===== src/hdl/sme_pkg.sv =====
// ----------------------------------------------------------------------------
// Stack machine executor package
// Sizes, opcodes, state codes and payload types shared by the block.
// ----------------------------------------------------------------------------
package sme_pkg;

    localparam int DATA_W      = 64;
    localparam int PC_W        = 16;
    localparam int STACK_DEPTH = 64;
    localparam int VAR_COUNT   = 256;
    localparam int STK_AW      = $clog2(STACK_DEPTH);
    localparam int SP_W        = $clog2(STACK_DEPTH + 1);
    localparam int VAR_AW      = $clog2(VAR_COUNT);
    localparam int CNT_W       = $clog2(DATA_W);

    typedef enum logic [4:0] {
        OP_PUSH  = 5'd0,
        OP_LOAD  = 5'd1,
        OP_STORE = 5'd2,
        OP_ADD   = 5'd3,
        OP_SUB   = 5'd4,
        OP_MUL   = 5'd5,
        OP_DIV   = 5'd6,
        OP_MOD   = 5'd7,
        OP_NEG   = 5'd8,
        OP_LT    = 5'd9,
        OP_LE    = 5'd10,
        OP_GT    = 5'd11,
        OP_GE    = 5'd12,
        OP_EQ    = 5'd13,
        OP_NE    = 5'd14,
        OP_JMP   = 5'd15,
        OP_JMPF  = 5'd16,
        OP_PRINT = 5'd17,
        OP_HALT  = 5'd18
    } op_t;

    typedef enum logic [1:0] {
        ERR_NONE = 2'd0,
        ERR_DIV0 = 2'd1,
        ERR_MOD0 = 2'd2,
        ERR_OVF  = 2'd3
    } err_t;

    typedef enum logic [2:0] {
        S_IDLE,
        S_RD1,
        S_RD2,
        S_EXEC,
        S_ITER,
        S_OUT
    } state_t;

    typedef enum logic [1:0] {
        MD_MUL,
        MD_DIV,
        MD_MOD
    } md_op_t;

    typedef struct packed {
        logic [4:0]         mode;
        logic signed [63:0] operand;
        logic [7:0]         var_index;
        logic               row_hit;
        logic signed [63:0] row_value;
        logic               start_program;
    } in_t;

    typedef struct packed {
        logic [15:0]        next_pc;
        logic               print_valid;
        logic signed [63:0] print_value;
        logic               halted;
        logic signed [63:0] result_value;
        logic [1:0]         error_code;
    } out_t;

    typedef struct packed {
        logic              start;
        md_op_t            op;
        logic [DATA_W-1:0] a;
        logic [DATA_W-1:0] b;
    } md_req_t;

    typedef struct packed {
        logic              done;
        logic [DATA_W-1:0] result;
    } md_rsp_t;

endpackage


===== src/hdl/sme_muldiv.sv =====
// ----------------------------------------------------------------------------
// Stack machine executor multiply and divide unit
// One shared 65-bit adder, one bit per cycle: shift-add multiply, restoring
// divide on magnitudes, then a sign fix-up step through the same adder.
// ----------------------------------------------------------------------------
module sme_muldiv (
    input  logic             clk,
    input  logic             rst_n,
    input  sme_pkg::md_req_t req,
    output sme_pkg::md_rsp_t rsp
);

    logic                             busy_reg, busy_next;
    logic                             fix_reg, fix_next;
    logic                             done_reg, done_next;
    logic [sme_pkg::CNT_W-1:0]        cnt_reg, cnt_next;
    sme_pkg::md_op_t                  op_reg, op_next;
    logic                             neg_reg, neg_next;
    logic [sme_pkg::DATA_W-1:0]       acc_reg, acc_next;
    logic [sme_pkg::DATA_W-1:0]       x_reg, x_next;
    logic [sme_pkg::DATA_W-1:0]       y_reg, y_next;
    logic [sme_pkg::DATA_W-1:0]       res_reg, res_next;

    logic [sme_pkg::DATA_W-1:0]       mag_a, mag_b, rem_sh;
    logic [sme_pkg::DATA_W-1:0]       add_x, add_y;
    logic                             add_sub;
    logic [sme_pkg::DATA_W:0]         add_sum;

    // Magnitudes of the operands for a new divide
    assign mag_a = req.a[sme_pkg::DATA_W-1] ? (~req.a + 1'b1) : req.a;
    assign mag_b = req.b[sme_pkg::DATA_W-1] ? (~req.b + 1'b1) : req.b;
    assign rem_sh = {acc_reg[sme_pkg::DATA_W-2:0], x_reg[sme_pkg::DATA_W-1]};

    // Select the shared adder operands
    always_comb
    begin
        if (fix_reg)
        begin
            add_x   = '0;
            add_y   = (op_reg == sme_pkg::MD_DIV) ? x_reg : acc_reg;
            add_sub = neg_reg;
        end
        else if (op_reg == sme_pkg::MD_MUL)
        begin
            add_x   = acc_reg;
            add_y   = x_reg;
            add_sub = 1'b0;
        end
        else
        begin
            add_x   = rem_sh;
            add_y   = y_reg;
            add_sub = 1'b1;
        end
        add_sum = {1'b0, add_x} + {1'b0, (add_sub ? ~add_y : add_y)}
                + {{sme_pkg::DATA_W{1'b0}}, add_sub};
    end

    // Advance one bit per cycle
    always_comb
    begin
        busy_next = busy_reg;
        fix_next  = fix_reg;
        done_next = 1'b0;
        cnt_next  = cnt_reg;
        op_next   = op_reg;
        neg_next  = neg_reg;
        acc_next  = acc_reg;
        x_next    = x_reg;
        y_next    = y_reg;
        res_next  = res_reg;
        if (req.start)
        begin
            busy_next = 1'b1;
            fix_next  = 1'b0;
            cnt_next  = '0;
            op_next   = req.op;
            acc_next  = '0;
            if (req.op == sme_pkg::MD_MUL)
            begin
                x_next   = req.a;
                y_next   = req.b;
                neg_next = 1'b0;
            end
            else
            begin
                x_next   = mag_a;
                y_next   = mag_b;
                neg_next = (req.op == sme_pkg::MD_DIV)
                         ? (req.a[sme_pkg::DATA_W-1] ^ req.b[sme_pkg::DATA_W-1])
                         : req.a[sme_pkg::DATA_W-1];
            end
        end
        else if (busy_reg && !fix_reg)
        begin
            if (op_reg == sme_pkg::MD_MUL)
            begin
                if (y_reg[0])
                begin
                    acc_next = add_sum[sme_pkg::DATA_W-1:0];
                end
                x_next = {x_reg[sme_pkg::DATA_W-2:0], 1'b0};
                y_next = {1'b0, y_reg[sme_pkg::DATA_W-1:1]};
            end
            else
            begin
                acc_next = add_sum[sme_pkg::DATA_W] ? add_sum[sme_pkg::DATA_W-1:0] : rem_sh;
                x_next   = {x_reg[sme_pkg::DATA_W-2:0], add_sum[sme_pkg::DATA_W]};
            end
            cnt_next = cnt_reg + 1'b1;
            if (cnt_reg == sme_pkg::CNT_W'(sme_pkg::DATA_W - 1))
            begin
                fix_next = 1'b1;
            end
        end
        else if (fix_reg)
        begin
            res_next  = add_sum[sme_pkg::DATA_W-1:0];
            done_next = 1'b1;
            busy_next = 1'b0;
            fix_next  = 1'b0;
        end
    end

    // Hold control state
    always_ff @(posedge clk or negedge rst_n)
    begin
        if (!rst_n)
        begin
            busy_reg <= 1'b0;
            fix_reg  <= 1'b0;
            done_reg <= 1'b0;
            cnt_reg  <= '0;
            op_reg   <= sme_pkg::MD_MUL;
            neg_reg  <= 1'b0;
        end
        else
        begin
            busy_reg <= busy_next;
            fix_reg  <= fix_next;
            done_reg <= done_next;
            cnt_reg  <= cnt_next;
            op_reg   <= op_next;
            neg_reg  <= neg_next;
        end
    end

    // Hold datapath
    always_ff @(posedge clk)
    begin
        acc_reg <= acc_next;
        x_reg   <= x_next;
        y_reg   <= y_next;
        res_reg <= res_next;
    end

    assign rsp.done   = done_reg;
    assign rsp.result = res_reg;

endmodule


===== config.mk =====
export PLATFORM = sky130hd
export DESIGN_NAME = sme_muldiv
export DESIGN_NICKNAME = d
export VERILOG_FILES = /design/src/hdl/sme_pkg.sv /design/src/hdl/sme_muldiv.sv
export SDC_FILE = /design/constraint.sdc
export NUM_CORES = 1
export LEC_CHECK = 0
export ABC_AREA = 1
export BUFFER_PORTS_ARGS = -buffer_cell sky130_fd_sc_hd__buf_2
export CORE_MARGIN = 2
export CORE_UTILIZATION = 38
export DETAILED_ROUTE_END_ITERATION = 7
export PLACE_DENSITY = 0.64
export REMOVE_ABC_BUFFERS = 1
export SYNTH_ARGS = -nofsm -noshare
export SYNTH_HDL_FRONTEND = slang
export SYNTH_SLANG_ARGS = --single-unit

===== constraint.sdc =====
create_clock -name clk -period 7.8 [get_ports clk]
set_input_delay 1.56 -clock clk [delete_from_list [all_inputs] [get_ports clk]]
set_output_delay 1.56 -clock clk [all_outputs]
set_load 0.01 [all_outputs]

## Yosys cells after proc, flatten, opt, wreduce, memory -nomap -nowiden

Index checks and enable logic that the tools add are counted.

- Bits in registers: 268
- Input port bits: 133
- Output and inout bits: 65
- Logic and storage cells: 72

- Add/sub/neg operators: 5
- Equal/unequal tests: 6
- Multiplexer cells: 34
- Bitwise gates (word level): 6
- Reduce and logical (&&, ||, !) cells: 11

Operators by type and width:

| kind | count |
|---|---|
| $mux W64 | 18 |
| $not A64 Y64 | 3 |
| $add A64 B1 Y64 const B | 2 |
| $add A64 B64 Y65 | 1 |
| $add A65 B1 Y65 | 1 |
| $mux W1 | 14 |
| $mux W6 | 2 |
| $add A6 B1 Y6 const B | 1 |
| $eq A6 B6 Y1 const B | 1 |
| $reduce_and A2 Y1 | 3 |
| $reduce_bool A2 Y1 | 3 |
| $eq A2 B1 Y1 const B | 2 |
| $logic_not A2 Y1 | 2 |
| $ne A2 B2 Y1 const B | 2 |
| $ne A3 B2 Y1 const B | 1 |
| $reduce_and A3 Y1 | 1 |
| $not A1 Y1 | 2 |
| $logic_and A1 B1 Y1 | 1 |
| $logic_not A1 Y1 | 1 |
| $xor A1 B1 Y1 | 1 |

## Longest topological paths before layout

- Word-level depth: 10
- Mapped depth: 25
- Depth with buffers taken out: 25

## Least setup slack after synthesis

Ideal clock, no wire load.

- Path type: reg2reg
- From: register op_reg[1]
- To: register y_reg[0] in the netlist's numbering, enable pin
- Setup time: 575 ps
- Arrival: 5601 ps
- Required time: 7225 ps
- Setup slack: 1625 ps
- Cell stages (with the launch flop): 7
- Buffers on the path: 3
- Period minus slack after synthesis: 6175 ps
- Cell sequence: dfrtp_1 > inv_1 > nand2_1 > buf_4 > clkbuf_1 > clkbuf_1 > o21ai_0

- Longest elaborated chain between the ends: 3

Ends and longest elaborated chain:

| element | line | source |
|---|---|---|
| from (decl) | sme_muldiv.sv:17 | `sme_pkg::md_op_t op_reg, op_next;` |
| from (signal assigned) | sme_muldiv.sv:134 | `op_reg <= sme_pkg::MD_MUL;` |
| from (signal assigned) | sme_muldiv.sv:143 | `op_reg <= op_next;` |
| $logic_not A2 Y1 | sme_muldiv.sv:96 | `if (op_reg == sme_pkg::MD_MUL)` |
| $reduce_bool A2 Y1 (no source line) | - |  |
| $reduce_and A2 Y1 (no source line) | - |  |
| to (signal assigned) | sme_muldiv.sv:153 | `y_reg <= y_next;` |
| to (decl) | sme_muldiv.sv:21 | `logic [sme_pkg::DATA_W-1:0] y_reg, y_next;` |

Every way passes these cells.
A chain may end at the register's enable or synchronous reset.

## Worst setup path in the final report

- From: register op_reg[0]
- To: register acc_reg[36] in the netlist's numbering

- Longest elaborated chain between the ends: 9
- Elaborated cells on any way between the ends: 18
- Classes of those cells: 2 x add/sub; 2 x eq/ne; 11 x mux; 1 x bitwise; 2 x reduce/logical

Ends and longest elaborated chain:

| element | line | source |
|---|---|---|
| $eq A2 B1 Y1 or $logic_not A2 Y1 (tied branches) | sme_muldiv.sv:40, sme_muldiv.sv:43, sme_muldiv.sv:96 |  |
| $mux W64 (on tied branches) | sme_muldiv.sv:40, sme_muldiv.sv:43 |  |
| $mux W64 | sme_muldiv.sv:37 | `if (fix_reg)` |
| $not A64 Y64 | sme_muldiv.sv:55 | `add_sum = {1'b0, add_x} + {1'b0, (add_sub ? ~add_y : add_y)}` |
| $mux W64 | sme_muldiv.sv:55 |  |
| $add A64 B64 Y65 | sme_muldiv.sv:55 |  |
| $add A65 B1 Y65 | sme_muldiv.sv:56 | `+ {{sme_pkg::DATA_W{1'b0}}, add_sub};` |
| $mux W64 (on tied branches) | sme_muldiv.sv:107, sme_muldiv.sv:98 |  |
| $mux W64 | sme_muldiv.sv:96 |  |
| to (signal assigned) | sme_muldiv.sv:151 | `acc_reg <= acc_next;` |
| to (decl) | sme_muldiv.sv:19 | `logic [sme_pkg::DATA_W-1:0] acc_reg, acc_next;` |

Parallel ways exist; a longest one is shown, timed or not. The select of a mux whose other input is x is not followed.

==> flow_metrics.env <==
export IMPL_switching_share=0.484
export IMPL_final_core_utilization=0.430
export IMPL_drt_iter0_markers=2035
export IMPL_cts_reportedPaths_clkPinSlew_ps=70
export IMPL_cts_buffer_depth=3
export IMPL_comb_power_share=0.545
export IMPL_viasPerCell=5.31
export IMPL_seqPwrFrac=0.263
export IMPL_syn_inst=3208
export IMPL_path_class="reg -> reg"
export IMPL_reg2reg_setup_slack_ps=2210
export IMPL_setup_viol=0
export IMPL_hp_class="reg -> reg"
export IMPL_cp_max_fo=62
export IMPL_die_width_um=245
export IMPL_dpl_instance_area_um2=23700
export IMPL_required_ps=8330
export IMPL_end_kind="flip-flop"
export IMPL_wl_met1_um=37500
export IMPL_ant_nets=0
export IMPL_cp_start_kind="flip-flop"
export IMPL_topRoutingLayerUsed="met5"
export IMPL_async_flop_share=0.0448
export IMPL_critPathArrivalTime_ps=6120
export IMPL_postCtsSetupRepairBufs=0
export IMPL_ys_seq_elements=268
export IMPL_cts_tree="yes"
export IMPL_rsz0062_at_grt="no"
export IMPL_path_depth=19
export IMPL_io_buffers=197
export IMPL_synth_top_cell_area_share=0.261
export IMPL_drc=0
export IMPL_drv_slew=0
export IMPL_antenna_found_initial=2
export IMPL_die_area_um2=60000
export IMPL_whs_path_depth=2
export IMPL_synth_cell_types=61
export IMPL_yosys_warnings=0
export IMPL_power_density_nw_per_um2=331
export IMPL_synth_most_common_cell="nand2_1"
export IMPL_grt_pass1_wl_um=119000
export IMPL_finClkSkew_ps=23.2
export IMPL_post_place_ws_ps=2260
export IMPL_path_cells="inv_2 > nand2_4 > a21boi_2 > inv_2 > buf_4 > xor2_1 > ha_1 > a21oi_1 > inv_1 > a21oi_1 > o21ai_0 > nand3_1 > nand4_1 > a21oi_2 > nand3_4 > buf_12 > a21oi_1 > o21ai_0 > a21oi_1"
export IMPL_place_hpwl_um=61300
export IMPL_ys_seq_area_frac=0.333
export IMPL_synth_edf_count=192
export IMPL_min_period_ps=5590
export IMPL_slew_headroom=0.341
export IMPL_netlist_top_cell_by_area="edfxtp_1"
export IMPL_die_h_um=245
export IMPL_synth_ff_type="edfxtp_1"
export IMPL_post_drt_wl_per_cell_um=18.9
export IMPL_fillers=6086
export IMPL_hold_buffers=0
export IMPL_place_gp_congestion=0.967
export IMPL_synth_xor_area_frac=0.0758
export IMPL_via_count=21800
export IMPL_cts_root_buf="clkbuf_16"
export IMPL_hold_viol=0
export IMPL_vdd_ir_drop_worst_v=0.000233
export IMPL_grt_max_degree=99
export IMPL_postLayoutCellArea_um2=24800
export IMPL_wl_um=77700
export IMPL_wl_met2_um=32800
export IMPL_p_int_mw=4.23
export IMPL_grt_usage=0.253
export IMPL_syn2layout_area_growth_pct=12.2
export IMPL_post_route_period_util=0.717
export IMPL_firstDrtPassIters=6
export IMPL_synthTopCellsByCount="nand2_1, nor2_1, o21ai_0"
export IMPL_core_area_um2=57600
export IMPL_avgSynthCellArea_um2=6.88
export IMPL_yosys_area_share_simple=0.260
export IMPL_grt_pass1_vias=20200
export IMPL_cts_buffers_inserted=31
export IMPL_clkPwrFrac=0.192
export IMPL_drive_above_1_share=0.107
export IMPL_synth_top_family_by_area="simple AND/OR/NAND/NOR gates"
export IMPL_synthMuxAreaShare=0
export IMPL_slowest_delay_ps=660
export IMPL_worst_pin_slew_ps=985
export IMPL_nNetsFinal=3517
export IMPL_clk_latency_ps=600
export IMPL_synth_fa_ha_area_frac=0.0383
export IMPL_synth_area_um2=22100
export IMPL_gr_total_overflow=0
export IMPL_synth_area_top_cells="edfxtp_1, nand2_1, o21ai_0"
export IMPL_wl_met3_um=5110
export IMPL_rows=88
export IMPL_cts_resized=0
export IMPL_layout_setup_ws_ps=2210
export IMPL_crit_slowest_cell="nand3_4"
export IMPL_cts_sinks=268
export IMPL_cpLargestDelayFamily="buffers and inverters"
export IMPL_r2r_cells=19
export IMPL_start_util=0.383
export IMPL_cpMostUsedCell="a21oi_1"
export IMPL_ioPinCount=198
export IMPL_drv_cap=0
export IMPL_htreeDepth=1
export IMPL_switching_power_mw=3.97
export IMPL_synth_compound_area_share=0.208
export IMPL_fmax_mhz=179
export IMPL_total_leakage_power_nw=10.4
export IMPL_status="complete, no violations"
export IMPL_critPathBufInv=5
-- cell usage in the layout (no fill, tap or decap), drive strengths merged, types with 40 or more instances in the layout --
| cell | n |
|---|---|
| nand2 | 603 |
| nor2 | 476 |
| o21ai | 415 |
| inv | 344 |
| a21oi | 264 |
| buf | 219 |
| edfxtp | 192 |
| xor2 | 147 |
| nand3 | 147 |
| ha | 66 |
| dfxtp | 64 |
| o22ai | 54 |
| xnor2 | 44 |
| nor3 | 44 |
| a31oi | 40 |
-- cells by family after synthesis --
kind of cell,after synthesis
buf+inv,486
flops,268
xor+xnor,191
simple gates,1355
fa+ha+maj,67
compound gates,841
-- worst reg2reg max path: cells and delay by family (launching register included) --
family	cells	cell delay, ps
buf+inv	5	1750
compound gates	8	1400
simple gates	4	1340
flops	1	460
fa+ha+maj	1	330
xor+xnor	1	260
-- worst paths after layout --
check | start | end
min reg2reg | acc_reg[57] | acc_reg[57]
max in group asynchronous | rst_n | cnt_reg[0]
max reg2reg | op_reg[0] | acc_reg[36]
min in group asynchronous | rst_n | fix_reg
max | op_reg[0] | acc_reg[36]
min | acc_reg[57] | acc_reg[57]
-- cell type report --
| cell class | count | area, µm² | area share |
|---|---|---|---|
| diodes | 1 | 2.50 | 0.000101 |
| flip-flops and latches | 268 | 7350 | 0.297 |
| clock inverters | 22 | 253 | 0.0102 |
| inverters | 343 | 1290 | 0.0521 |
| repair buffers | 219 | 1190 | 0.0481 |
| clock buffers | 35 | 831 | 0.0336 |
| well taps | 765 | 957 | 0.0387 |
| multi-input cells | 2454 | 12900 | 0.520 |
-- routing by layer --
layer  global-route usage  vias to the layer above
li1                     -                    11000
met1                0.384                     9903
met2                0.379                      798
met3               0.0230                      114
met4               0.0725                        2
met5                    0                        -
-- through the flow --
stage	setup TNS (ps)	hold slack (ps)	power, mW	std cells
after floorplan	-71950	439	5.04	3065
after global placement	0	456	6.58	4049
after detailed placement	0	458	6.54	4049
after CTS	0	467	8.14	4106
after global routing	0	484	8.78	4107
final	0	467	8.20	4107
-- power groups by stage --
stage	sequential, mW	combinational [mW]	clock (mW)
floorplan	2.09	2.95	0
global placement	2.18	4.40	0
detailed placement	2.18	4.37	0
CTS	2.15	4.39	1.60
global route	2.19	4.93	1.65
finish	2.16	4.47	1.57
Note: power is estimated with default switching activity, not from simulation.
